==> src/hdl/assert_macros.svh <==
// Assertion macros shared by the RTL modules; clk and rst are taken from the using module.
`ifndef ASSERT_MACROS_SVH
`define ASSERT_MACROS_SVH

// cond must never hold outside reset
`define ASSERT_NEVER(lbl, cond, msg) \
  lbl: assert property (@(posedge clk) disable iff (rst) !(cond)) else $error(msg);

// cons must hold in the same cycle as ante
`define ASSERT_IMPLIES(lbl, ante, cons, msg) \
  lbl: assert property (@(posedge clk) disable iff (rst) (ante) |-> (cons)) else $error(msg);

// cons must hold in the cycle after ante
`define ASSERT_NEXT(lbl, ante, cons, msg) \
  lbl: assert property (@(posedge clk) disable iff (rst) (ante) |=> (cons)) else $error(msg);

`endif

==> src/hdl/lbp_pkg.sv <==
// Shared types, constants and helper functions for the 3x3 LBP stream block.
package lbp_pkg;

  localparam int unsigned QDEPTH = 4;
  localparam int unsigned QCNT_W = $clog2(QDEPTH + 1);
  localparam int unsigned QPTR_W = $clog2(QDEPTH);
  localparam logic [QCNT_W-1:0] QFULL = QCNT_W'(QDEPTH);

  localparam logic [11:0] RESET_WIDTH  = 12'd640;
  localparam logic [12:0] RESET_HEIGHT = 13'd480;
  localparam logic [12:0] MAX_HEIGHT   = 13'd4096;

  localparam int unsigned TOP_BIT    = 7;
  localparam logic [3:0]  CENTRE_IDX = 4'd4;
  // window positions of the neighbours, top-left first, going clockwise
  localparam logic [3:0] NB_ORDER [8] = '{4'd0, 4'd1, 4'd2, 4'd5, 4'd8, 4'd7, 4'd6, 4'd3};

  typedef enum logic [1:0] {
    CFG_IMAGE_WIDTH  = 2'd0,
    CFG_IMAGE_HEIGHT = 2'd1
  } cfg_index_t;

  typedef struct packed {
    logic [8:0][7:0] win;
    logic [11:0]     row;
    logic [10:0]     col;
    logic            last;
  } item_t;

  typedef struct packed {
    logic [QCNT_W-1:0] count;
    logic              empty;
  } q_stat_t;

  // last column index of a row, width clamped to 3..cap
  function automatic logic [10:0] last_col_of(input logic [11:0] w, input logic [11:0] cap);
    logic [11:0] e;
    e = w;
    if (e < 12'd3) e = 12'd3;
    if (e > cap) e = cap;
    return 11'(e - 12'd1);
  endfunction

  // last row index of a frame, height clamped to 3..4096
  function automatic logic [11:0] last_row_of(input logic [12:0] h);
    logic [12:0] e;
    e = h;
    if (e < 13'd3) e = 13'd3;
    if (e > MAX_HEIGHT) e = MAX_HEIGHT;
    return 12'(e - 13'd1);
  endfunction

endpackage

==> src/hdl/lbp_queue.sv <==
// Short queue of classified window items between the front and back ends.
`include "assert_macros.svh"

module lbp_queue (
  input  logic             clk,
  input  logic             rst,
  input  logic             push,
  input  lbp_pkg::item_t   item,
  input  logic             pop,
  output lbp_pkg::item_t   head,
  output lbp_pkg::q_stat_t stat
);

  localparam logic [lbp_pkg::QPTR_W-1:0] PTR_ONE = {{(lbp_pkg::QPTR_W-1){1'b0}}, 1'b1};
  localparam logic [lbp_pkg::QCNT_W-1:0] CNT_ONE = {{(lbp_pkg::QCNT_W-1){1'b0}}, 1'b1};

  lbp_pkg::item_t entries [lbp_pkg::QDEPTH];

  logic [lbp_pkg::QPTR_W-1:0] wr_ptr;
  logic [lbp_pkg::QPTR_W-1:0] rd_ptr;
  logic [lbp_pkg::QCNT_W-1:0] q_count;

  always_ff @(posedge clk) begin
    if (rst) begin
      wr_ptr  <= '0;
      rd_ptr  <= '0;
      q_count <= '0;
    end else begin
      if (push) wr_ptr <= wr_ptr + PTR_ONE;
      if (pop)  rd_ptr <= rd_ptr + PTR_ONE;
      case ({push, pop})
        2'b10:   q_count <= q_count + CNT_ONE;
        2'b01:   q_count <= q_count - CNT_ONE;
        default: q_count <= q_count;
      endcase
    end
  end

  always_ff @(posedge clk) begin
    if (push) begin
      entries[wr_ptr] <= item;
    end
  end

  assign head       = entries[rd_ptr];
  assign stat.count = q_count;
  assign stat.empty = (q_count == '0);

  `ASSERT_NEVER(a_q_overflow, push && !pop && q_count == lbp_pkg::QFULL, "queue overflow")
  `ASSERT_NEVER(a_q_underflow, pop && q_count == '0, "queue underflow")
  `ASSERT_IMPLIES(a_q_ptrs, q_count == '0, wr_ptr == rd_ptr, "pointers apart on an empty queue")

endmodule

==> config.mk <==
export PLATFORM = sky130hd
export DESIGN_NAME = lbp_queue
export DESIGN_NICKNAME = d
export VERILOG_FILES = /design/src/hdl/lbp_pkg.sv /design/src/hdl/lbp_queue.sv
export VERILOG_INCLUDE_DIRS = /design/src /design/src/hdl
export SDC_FILE = /design/constraint.sdc
export NUM_CORES = 1
export LEC_CHECK = 0
export BUFFER_PORTS_ARGS = -buffer_cell sky130_fd_sc_hd__buf_2
export CAP_MARGIN = 0
export CORE_MARGIN = 3
export CORE_UTILIZATION = 30
export DETAILED_ROUTE_END_ITERATION = 10
export GPL_TIMING_DRIVEN = 1
export HOLD_SLACK_MARGIN = 0.06
export SYNTH_ARGS = -nofsm -noshare
export SYNTH_HDL_FRONTEND = slang
export SYNTH_SLANG_ARGS = --single-unit
==> constraint.sdc <==
create_clock -name clk -period 4.48 [get_ports clk]
set_input_delay 0.896 -clock clk [delete_from_list [all_inputs] [get_ports clk]]
set_output_delay 0.896 -clock clk [all_outputs]
set_load 0.005 [all_outputs]
==> metrics.txt <==
largest net degree at the start of global routing=58; RSZ-0062 raised after global routing=no; Yosys cell types=21; outcome=completed; ANT nets after route=0; register area share after synthesis=82.0%; Total Nets Final=882; initial antenna violation count=7; die width=224 um; Row Count=79; pre-CTS setup slack=1.82 ns; worst setup margin=1.34 ns; Combinational Power Share=8.6%; Root Buffer=clkbuf_16; net count after synthesis=654; Post-Syn Instances=548; Synth Area per Inst=26.1 um^2; CTS-repair resized insts=0; critical path capture point type=primary output; CP Class=flop to primary output; critical path arrival=2.24 ns; first drt pass iteration count=4; Clock Latency Late Sink=0.54 ns; total power after layout=8.23 mW; I/O pin count=200; Core ar.=46800 um^2; Sink Count=393; via count=6409; Worst-path clk slew=0.06 ns; GRT Overall Usage=11.0%; top cells by area, synth=edfxtp_1, mux4_2, dfxtp_1; worst slew pin tran=0.759 ns; fmax=318 MHz; switching power=1.74 mW; maximum vdd drop=329 uV; drt total wl=27.8 mm; maximum capacitance violations=0; count of synthesis-stage warnings from yosys=0; Final Critical Period=3.14 ns; FFs w/ async S/R, synth=0%; final period utilization=70.1%; Residual DRC=0; Worst Skew=0.0127 ns; Starting Density=30.6%; WHS=0.522 ns; Die ar.=50300 um^2; Leak Pwr=5.74 nW; Multi-input gate area=2390 um^2; crit path max fanout=31; ys flop type=edfxtp_1; PwrDens=475 nW/um^2; #FFs+latches synth=393; Die H=224 um; number of H-tree levels=2; Max Buffers Root-to-Sink=3; most numerous cell in the Yosys netlist=edfxtp_1; Iteration-0 DRC Markers=415; setup TNS=0 ns; non-filler cells, final=1418; placed cells=1339; vias in the first global route=6826; CTS hold repair buffers=0; Fillers=4256; Port Buffers=199; sequential power share=51.9%; post-synthesis cell area=14300 um^2; switching part of the total=21.1%; TritonCTS clock tree=done; cts bufs inserted=42; Post-CTS Setup Bufs=0; GPL Wtd Cong=0.698; Rel. slew slack=49.4%; dominant cell type by area after synthesis=edfxtp_1; mean number of vias per cell=4.52; drt wl/cell=19.6 um; Post-synth top cells=edfxtp_1, mux4_2, buf_2; GRT overflow=0; CP required=3.58 ns; EDFF count, synth=384; Synth top area share=80.7%; Hold WC Path Type=flop to flop; HPWL Detailed=16.7 mm; first-pass GRT wire length=41.8 mm; Final setup viols=0; register area=11700 um^2; share of cells above drive strength 1=45.1%; max-slew violation count=0; startpoint type of the worst setup path=flop; clock power share=39.5%; final hold vios=0; Area growth, synth to finish=21.4%; internal power=6.49 mW
registers in the layout (all words and copies together), names as in the netlist, named ones only:
| name | flops |
|---|---|
| entries | 384 |
| q_count | 3 |
| rd_ptr | 2 |
| wr_ptr | 2 |
cells in the final DEF, fill, tap and decap left out, types with 5 or more instances in the layout:
| cell type | instances |
|---|---|
| clkinv_1 | 6 |
| edfxtp_1 | 384 |
| dfxtp_1 | 7 |
| inv_1 | 6 |
| buf_2 | 199 |
| ha_1 | 5 |
| mux4_2 | 96 |
| clkbuf_1 | 14 |
| clkinv_2 | 5 |
| clkbuf_16 | 45 |
| buf_12 | 7 |
| nor2_1 | 8 |
path summary, 6_finish.rpt:
check	start	to	slack, ns	cells after the start
min reg2reg	q_count[2]	q_count[2]	0.52	2
max reg2reg	wr_ptr[0]	entries[2][43]	2.47	4
min	q_count[2]	q_count[2]	0.52	2
max	flop	head[20]	1.34	3
worst max-delay path, cell delays in order (launching register included):
cell and delay [ns]:
dfxtp_4 0.69, buf_4 0.46, mux4_2 0.38, buf_2 0.15
per-layer routing:
metal	GRT usage (%)	part of all wire, %	up-vias
met4	3.98	2.3	8
met1	14.1	42	3353
li1	-	-	2815
met2	17.3	48	181
met5	0	0.16	-
met3	3.95	7.6	52
metrics by stage:
stage | area [um^2] | utilization (%)
3_5_place_dp | 16000 | 34.3
5_1_grt | 17300 | 37.1
3_3_place_gp | 16000 | 34.3
6_report | 17300 | 37.1
2_1_floorplan | 14300 | -
4_1_cts | 17300 | 37.1
area by class of cell:
class                           instances  share of cell area (%)
Antenna cell                            4                  0.0577
Clock buffer                           61                    6.95
Clock inverter                         14                   0.548
Inverter                                6                   0.130
Multi-Input combinational cell        126                    13.8
Sequential cell                       393                    67.5
Tap cell                              607                    4.38
Timing Repair Buffer                  207                    6.59
power by group through the flow:
stage / logic [mW] / registers (mW) / clock network, mW
2_1_floorplan: 0.409 / 4.34 / 0
6_report: 0.708 / 4.28 / 3.25
5_1_grt: 0.775 / 4.29 / 3.51
3_3_place_gp: 0.725 / 4.35 / 0
4_1_cts: 0.734 / 4.28 / 3.37
3_5_place_dp: 0.731 / 4.36 / 0
cell families after synthesis:
logic type	after synthesis	synth area share, %
flip-flops	393	82.0
multiplexers	97	15.2
buffers and inverters	29	1.34
AND/OR/NAND/NOR	15	0.490
adder cells (fa/ha/maj)	6	0.578
XOR/XNOR	5	0.307
AO/OA/AOI/OAI	3	0.105
(Power assumes the default switching activity.)
