$ cat src/hdl/assert_macros.svh
// Assertion macros shared by the RTL modules; clk and rst are taken from the using module.
`ifndef ASSERT_MACROS_SVH
`define ASSERT_MACROS_SVH

// cond must never hold outside reset
`define ASSERT_NEVER(lbl, cond, msg) \
  lbl: assert property (@(posedge clk) disable iff (rst) !(cond)) else $error(msg);

// cons must hold in the same cycle as ante
`define ASSERT_IMPLIES(lbl, ante, cons, msg) \
  lbl: assert property (@(posedge clk) disable iff (rst) (ante) |-> (cons)) else $error(msg);

// cons must hold in the cycle after ante
`define ASSERT_NEXT(lbl, ante, cons, msg) \
  lbl: assert property (@(posedge clk) disable iff (rst) (ante) |=> (cons)) else $error(msg);

`endif

$ cat src/hdl/lbp_pkg.sv
// Shared types, constants and helper functions for the 3x3 LBP stream block.
package lbp_pkg;

  localparam int unsigned QDEPTH = 4;
  localparam int unsigned QCNT_W = $clog2(QDEPTH + 1);
  localparam int unsigned QPTR_W = $clog2(QDEPTH);
  localparam logic [QCNT_W-1:0] QFULL = QCNT_W'(QDEPTH);

  localparam logic [11:0] RESET_WIDTH  = 12'd640;
  localparam logic [12:0] RESET_HEIGHT = 13'd480;
  localparam logic [12:0] MAX_HEIGHT   = 13'd4096;

  localparam int unsigned TOP_BIT    = 7;
  localparam logic [3:0]  CENTRE_IDX = 4'd4;
  // window positions of the neighbours, top-left first, going clockwise
  localparam logic [3:0] NB_ORDER [8] = '{4'd0, 4'd1, 4'd2, 4'd5, 4'd8, 4'd7, 4'd6, 4'd3};

  typedef enum logic [1:0] {
    CFG_IMAGE_WIDTH  = 2'd0,
    CFG_IMAGE_HEIGHT = 2'd1
  } cfg_index_t;

  typedef struct packed {
    logic [8:0][7:0] win;
    logic [11:0]     row;
    logic [10:0]     col;
    logic            last;
  } item_t;

  typedef struct packed {
    logic [QCNT_W-1:0] count;
    logic              empty;
  } q_stat_t;

  // last column index of a row, width clamped to 3..cap
  function automatic logic [10:0] last_col_of(input logic [11:0] w, input logic [11:0] cap);
    logic [11:0] e;
    e = w;
    if (e < 12'd3) e = 12'd3;
    if (e > cap) e = cap;
    return 11'(e - 12'd1);
  endfunction

  // last row index of a frame, height clamped to 3..4096
  function automatic logic [11:0] last_row_of(input logic [12:0] h);
    logic [12:0] e;
    e = h;
    if (e < 13'd3) e = 13'd3;
    if (e > MAX_HEIGHT) e = MAX_HEIGHT;
    return 12'(e - 13'd1);
  endfunction

endpackage

$ cat src/hdl/lbp_back.sv
// Back end: eight neighbour compares and the result register.
module lbp_back (
  input  logic                  clk,
  input  logic                  rst,
  input  lbp_pkg::item_t        head,
  input  lbp_pkg::q_stat_t      q_stat,
  output logic                  q_pop,
  output logic [7:0]            code,
  output logic [11:0]           centre_row,
  output logic [10:0]           centre_col,
  output logic                  frame_last,
  output logic                  empty,
  input  logic                  pop
);

  logic       out_valid;
  logic       take;
  logic [7:0] code_next;

  // neighbour >= centre gives a set bit, top-left in the top bit
  always_comb begin
    code_next = '0;
    for (int k = 0; k < 8; k++) begin
      code_next[3'(lbp_pkg::TOP_BIT - k)] =
        head.win[lbp_pkg::NB_ORDER[k]] >= head.win[lbp_pkg::CENTRE_IDX];
    end
  end

  assign take  = !out_valid || pop;
  assign q_pop = !q_stat.empty && take;
  assign empty = !out_valid;

  always_ff @(posedge clk) begin
    if (rst) begin
      out_valid <= 1'b0;
    end else if (q_pop) begin
      out_valid <= 1'b1;
    end else if (pop) begin
      out_valid <= 1'b0;
    end
  end

  always_ff @(posedge clk) begin
    if (q_pop) begin
      code       <= code_next;
      centre_row <= head.row;
      centre_col <= head.col;
      frame_last <= head.last;
    end
  end

endmodule

$ cat config.mk
export PLATFORM = sky130hd
export DESIGN_NAME = lbp_back
export DESIGN_NICKNAME = d
export VERILOG_FILES = /design/src/hdl/assert_macros.svh /design/src/hdl/lbp_pkg.sv /design/src/hdl/lbp_back.sv
export SDC_FILE = /design/constraint.sdc
export NUM_CORES = 1
export LEC_CHECK = 0
export ABC_AREA = 1
export BUFFER_PORTS_ARGS = -buffer_cell sky130_fd_sc_hd__clkbuf_2
export CAP_MARGIN = 20
export CELL_PAD_IN_SITES_DETAIL_PLACEMENT = 1
export CELL_PAD_IN_SITES_GLOBAL_PLACEMENT = 2
export CORE_MARGIN = 3
export CORE_UTILIZATION = 27
export CTS_CLUSTER_SIZE = 28
export DETAILED_ROUTE_END_ITERATION = 10
export PLACE_DENSITY_LB_ADDON = 0.1
export SKIP_LAST_GASP = 1
export SLEW_MARGIN = 10
export SYNTH_ARGS = -nofsm -noshare
export SYNTH_HDL_FRONTEND = slang
export SYNTH_SLANG_ARGS = --single-unit
$ cat constraint.sdc
create_clock -name clk -period 7.4 [get_ports clk]
set_input_delay 0.74 -clock clk [delete_from_list [all_inputs] [get_ports clk]]
set_output_delay 0.74 -clock clk [all_outputs]
set_load 0.005 [all_outputs]
==> flow_metrics.env, run 1 <==
export IMPL_dp_slack_ns=5.051
export IMPL_startpoint="pop"
export IMPL_drtAntennaViolNets=0
export IMPL_totalWireLength_um=6880
export IMPL_synth_top_area_frac=0.3810
export IMPL_clkPwrFrac=0.318
export IMPL_min_period_ns=2.332
export IMPL_gp_congestion=0.7369
export IMPL_instances_no_fill=526
export IMPL_drcViolationCount=0
export IMPL_rows=34
export IMPL_cts_setup_buffers=0
export IMPL_ctsHoldBuffers=0
export IMPL_syn_inst=276
export IMPL_syn_area_per_cell_um2=9.139
export IMPL_cap_violations=0
export IMPL_power_switching_mw=0.1364
export IMPL_clock_path_buffers=2
export IMPL_htree_levels=2
export IMPL_clock_skew_final_ns=0.006209
export IMPL_hold_viol=0
export IMPL_yosys_area_top_type="edfxtp_1"
export IMPL_fp_dieArea_um2=10540
export IMPL_r2r_start="out_valid"
export IMPL_power_leakage_nw=1.968
export IMPL_start_kind="primary input"
export IMPL_syn2layout_area_growth_pct=36.71
export IMPL_seq_area_frac_synth=0.3889
export IMPL_place_inst=518
export IMPL_design_area_um2=3448
export IMPL_die_y_um=102.7
export IMPL_layout_drive_gt1_share=0.3421
export IMPL_antenna_found_initial=0
export IMPL_cts_num_sinks=33
export IMPL_status="finished, final reports clean"
export IMPL_portBuffers=133
export IMPL_initial_core_util=0.2837
export IMPL_numCtsBuffers=5
export IMPL_synth_area_leaders="edfxtp_1 (38%), ha_1 (32%), nand2_1 (12%), inv_1 (7.1%), a21oi_1 (3.6%)"
export IMPL_drv_slew=0
export IMPL_holdWs_ns=0.5165
export IMPL_place_area_um2=3342
export IMPL_swShare=0.2631
export IMPL_fin_crit_sh=0.3152
export IMPL_cts_tree="done"
export IMPL_core_area_um2=8891
export IMPL_crit_type="in2out"
export IMPL_ios=137
export IMPL_final_nets=584
export IMPL_grt_pass1_wl_um=10420
export IMPL_tightest_slew_ns=0.4410
export IMPL_grt_pass1_vias=2297
export IMPL_synth_cell_types=12
export IMPL_yosysWarnings=0
export IMPL_setup_viol=0
export IMPL_worst_slack_ns=5.068
export IMPL_wl_per_cell_um=13.08
export IMPL_powerDensity_nw_per_um2=150.3
export IMPL_cts_root_buf="clkbuf_8"
export IMPL_track_usage=0.1273
export IMPL_intPower_mw=0.3820
export IMPL_syn_nets=443
export IMPL_slew_headroom=0.7060
export IMPL_fmax_ghz=0.4288
export IMPL_vias=2305
export IMPL_dieWidth_um=102.7
export IMPL_crit_fanout=33
export IMPL_clk_latency_ns=0.28
export IMPL_crit_required_ns=6.66
export IMPL_end_kind="output port"
export IMPL_drt_first_pass_iters=4
export IMPL_p_comb_frac=0.249
export IMPL_vias_per_cell=4.382
export IMPL_rsz0062_at_grt="false"
export IMPL_hold_class="reg2reg"
export IMPL_drt_iter0_drc=41
export IMPL_grt_max_degree=34
export IMPL_irDropWorstVdd_mv=0.05808
export IMPL_n_antenna_cell=0
export IMPL_min_from="out_valid"
export IMPL_p_seq_frac=0.432
export IMPL_syn_area_um2=2522
export IMPL_ys_ff_latch=33
export IMPL_post_cts_resized=0
export IMPL_cp_arrival_ns=1.59
export IMPL_dp_hpwl_um=5983
export IMPL_grt_ovfl_total=0
export IMPL_path_clk_slew_ns=0.06
export IMPL_setup_tns_ns=0
[worst paths after layout]
kind                                 endpoint  slack (ns)  cells past startpoint
worst max register to register  centre_row[7]        6.15                      2
worst max-delay path                    q_pop        5.07                      5
worst min register to register      out_valid        0.52                      2
worst min-delay path                out_valid        0.52                      2
[cell type report]
cell class                 instances  area (um^2)
multi-input combinational        195         1373
clock buffer                       6        72.57
timing repair buffer             134        673.1
clock inverter                     2        33.78
sequential                        33        980.9
tap                              108        135.1
inverter                          48        180.2
fill                            1109         5443
[per-stage QoR]
stage,power [mW],utilization
detailed placement,0.3623,0.3759
global placement,0.3558,0.3759
finish,0.5184,0.3878
global route,0.5590,0.3878
CTS,0.5307,0.3878
floorplan,0.2994,-
[cell usage after synthesis, drive strengths merged]
library cell	count
a21o	1
a21oi	18
dfxtp	1
edfxtp	32
ha	64
inv	48
nand2	79
nand3	8
nand4	1
nor2	17
o21a	7
[registers in the layout (all words and copies together), names as in the netlist]
| name | count |
|---|---|
| out_valid | 1 |
| code | 8 |
| centre_row | 12 |
| centre_col | 11 |
| frame_last | 1 |
[worst max-delay path, cell delays in order]
cell and delay, ns:
clkbuf_2 0.08, inv_1 0.06, a21oi_4 0.11, buf_4 0.40, clkbuf_2 0.20
[logic make-up (layout without fill, tap and decap cells)]
kind of cell    Yosys count  in the layout  synth area share
simple gates            105            105            0.1622
fa+ha+maj                64             64            0.3175
buf+inv                  48            190           0.07143
flops                    33             33            0.3889
compound gates           26             26           0.06002
[power by group through the flow]
stage                     registers (mW)  logic, mW  clock network (mW)
final                              0.224      0.129               0.165
after global routing               0.225      0.153               0.180
after CTS                          0.224      0.135               0.172
after detailed placement           0.228      0.134                   0
after global placement             0.228      0.128                   0
after floorplan                    0.230     0.0693                   0
[metal layers]
layer  GRT usage  routed length (um)
met3     0.03518                 509
met5           0                   0
met4     0.02119                  45
met1      0.1492                2761
met2      0.2339                3563
[cell usage in the layout, fill, tap and decap left out, drive strengths merged]
| cell | synthesis | routed |
|---|---|---|
| a21o | 1 | 1 |
| inv | 48 | 48 |
| clkinv | 0 | 1 |
| nand2 | 79 | 79 |
| edfxtp | 32 | 32 |
| o21a | 7 | 7 |
| nor2 | 17 | 17 |
| clkbuf | 0 | 139 |
| a21oi | 18 | 18 |
| nand3 | 8 | 8 |
| ha | 64 | 64 |
| dfxtp | 1 | 1 |
| buf | 0 | 1 |
| bufinv | 0 | 1 |
| nand4 | 1 | 1 |
No activity file was read; power rests on OpenSTA's default activity.
==> run 2: changes to the inputs <==
--- a/config.mk
+++ b/config.mk
@@ -11,7 +11,7 @@
 export CELL_PAD_IN_SITES_DETAIL_PLACEMENT = 1
 export CELL_PAD_IN_SITES_GLOBAL_PLACEMENT = 2
 export CORE_MARGIN = 3
-export CORE_UTILIZATION = 27
+export CORE_UTILIZATION = 22
 export CTS_CLUSTER_SIZE = 28
 export DETAILED_ROUTE_END_ITERATION = 10
 export PLACE_DENSITY_LB_ADDON = 0.1
==> constraint.sdc (replaced) <==
create_clock -name clk -period 1.9 [get_ports clk]
set_input_delay 0.19 -clock clk [delete_from_list [all_inputs] [get_ports clk]]
set_output_delay 0.19 -clock clk [all_outputs]
set_load 0.005 [all_outputs]
==> run 2 against run 1 <==
Against the previous run:
- non-clock buffer count grew 2
- final cell count up 6.5%
- cell area grew 2.6%
- clock skew is 0.0022 ns lower
- critical path depth fell by 2
- first-iteration DRC count is 59% higher
- die area is 21% higher
- register-to-register slack got worse by 5.5 ns
- routed wire length is 8.9% higher
- clock-buffer cell count fell by 1
- core utilization is 6.7 points lower
==> flow_metrics.env, run 2 (same netlist as run 1, synthesis figures left out) <==
export IMPL_tightest_slew_ns=0.4541
export IMPL_ctsHoldBuffers=0
export IMPL_syn2layout_area_growth_pct=40.33
export IMPL_place_area_um2=3397
export IMPL_worstPathCellList="a21oi_4 -> buf_4 -> clkbuf_2"
export IMPL_fp_dieArea_um2=12790
export IMPL_fin_crit_sh=0.8289
export IMPL_final_nets=586
export IMPL_die_y_um=113.1
export IMPL_dr_wl_met3_um=385
export IMPL_dp_hpwl_um=6429
export IMPL_numCtsBuffers=5
export IMPL_drt_iter0_drc=65
export IMPL_power_leakage_nw=1.995
export IMPL_fmax_ghz=0.6349
export IMPL_largest_register_ffs=12
export IMPL_fill_cells=1341
export IMPL_wl_met2_um=3963
export IMPL_clk_latency_ns=0.28
export IMPL_critPathCapture="q_pop"
export IMPL_grt_ovfl_total=0
export IMPL_swShare=0.2731
export IMPL_final_util=0.3209
export IMPL_ff2ff_path_depth=2
export IMPL_drt_first_pass_iters=4
export IMPL_grt_pass1_wl_um=12060
export IMPL_wl_met1_um=3100
export IMPL_end_kind="output port"
export IMPL_initial_core_util=0.2287
export IMPL_ios=137
export IMPL_regMostFlops="centre_row"
export IMPL_power_switching_mw=0.5955
export IMPL_finalPower_mw=2.180
export IMPL_cap_violations=0
export IMPL_cts_tree="done"
export IMPL_intPower_mw=1.585
export IMPL_drv_slew=0
export IMPL_final_common_cell="clkbuf_2"
export IMPL_n_antenna_cell=0
export IMPL_htree_levels=2
export IMPL_antenna_found_initial=0
export IMPL_irDropWorstVdd_mv=0.2797
export IMPL_topRoutingLayerUsed="met4"
export IMPL_hold_viol=0
export IMPL_max_stage_delay_ns=0.40
export IMPL_rows=38
export IMPL_startpoint="out_valid"
export IMPL_r2r_setup_slack_ns=0.63
export IMPL_track_usage=0.1191
export IMPL_gp_congestion=0.6668
export IMPL_vias_per_cell=4.180
export IMPL_p_comb_frac=0.235
export IMPL_powerDensity_nw_per_um2=616.0
export IMPL_r2r_start="out_valid"
export IMPL_start_kind="flop"
export IMPL_grt_max_degree=34
export IMPL_wl_per_cell_um=13.38
export IMPL_cp_arrival_ns=1.38
export IMPL_vias=2341
export IMPL_slew_headroom=0.6973
export IMPL_grt_pass1_vias=2532
export IMPL_p_seq_frac=0.401
export IMPL_drtAntennaViolNets=0
export IMPL_clkPwrFrac=0.365
export IMPL_crit_family="buffers and inverters"
export IMPL_cts_num_sinks=33
export IMPL_cpMaxStageDelayCell="buf_4"
export IMPL_cts_setup_buffers=0
export IMPL_worst_path_stages=3
export IMPL_rsz0062_at_grt="false"
export IMPL_dieWidth_um=113.1
export IMPL_cts_root_buf="clkbuf_16"
export IMPL_hold_class="in2reg"
export IMPL_crit_required_ns=1.71
export IMPL_top_regs="centre_row: 12 flops, centre_col: 11 flops, code: 8 flops"
export IMPL_post_cts_resized=0
export IMPL_critPathBufInv=2
export IMPL_path_clk_slew_ns=0.06
export IMPL_rr_endpoint="centre_col[10]"
export IMPL_holdWs_ns=0.06757
export IMPL_layout_common_cells="clkbuf_2 (133), nand2_1 (79), ha_1 (64)"
export IMPL_design_area_um2=3540
export IMPL_crit_type="reg2out"
export IMPL_setup_tns_ns=0
export IMPL_status="finished, final reports clean"
export IMPL_clock_path_buffers=2
export IMPL_setup_viol=0
export IMPL_drcViolationCount=0
export IMPL_core_area_um2=11030
export IMPL_totalWireLength_um=7492
export IMPL_portBuffers=133
export IMPL_layout_drive_gt1_share=0.3500
export IMPL_min_period_ns=1.575
export IMPL_clock_skew_final_ns=0.003959
export IMPL_crit_fanout=33
==> run 2: cell type report <==
type	count	area [um^2]	area share
Tap cell	140	175.2	0.04949
Sequential cell	33	980.9	0.2771
Timing Repair Buffer	136	688.2	0.1944
Clock inverter	3	17.52	0.004949
Multi-Input combinational cell	195	1373	0.3878
Inverter	48	180.2	0.05090
Clock buffer	5	125.1	0.03535
==> run 2: power by group through the flow <==
stage	sequential [mW]	clock (mW)	combinational, mW
after floorplan	0.896	0	0.270
after detailed placement	0.890	0	0.532
after global placement	0.888	0	0.510
final	0.874	0.795	0.511
after CTS	0.875	0.828	0.535
after global routing	0.878	0.863	0.613
==> run 2: how the worst min path moves through the flow <==
stage	startpoint	depth (start not counted)	slack [ns]	end
2_1_floorplan	rst	1	0.26	out_valid
3_3_place_gp	rst	2	0.35	out_valid
3_5_place_dp	rst	2	0.37	out_valid
4_1_cts	rst	2	0.06	out_valid
5_1_grt	rst	2	0.07	out_valid
6_report	rst	2	0.07	out_valid
==> run 2: per-layer routing <==
layer	vias up	global-route usage
met5	-	0
met4	0	0.02163
met3	4	0.02888
met2	60	0.2184
met1	1070	0.1419
li1	1207	-
==> run 2: stage by stage <==
stage | instances | setup WS [ns]
global placement | 552 | 0.3268
CTS | 560 | 0.2789
finish | 560 | 0.3251
floorplan | 276 | 0.2200
detailed placement | 552 | 0.2954
global route | 560 | 0.2285
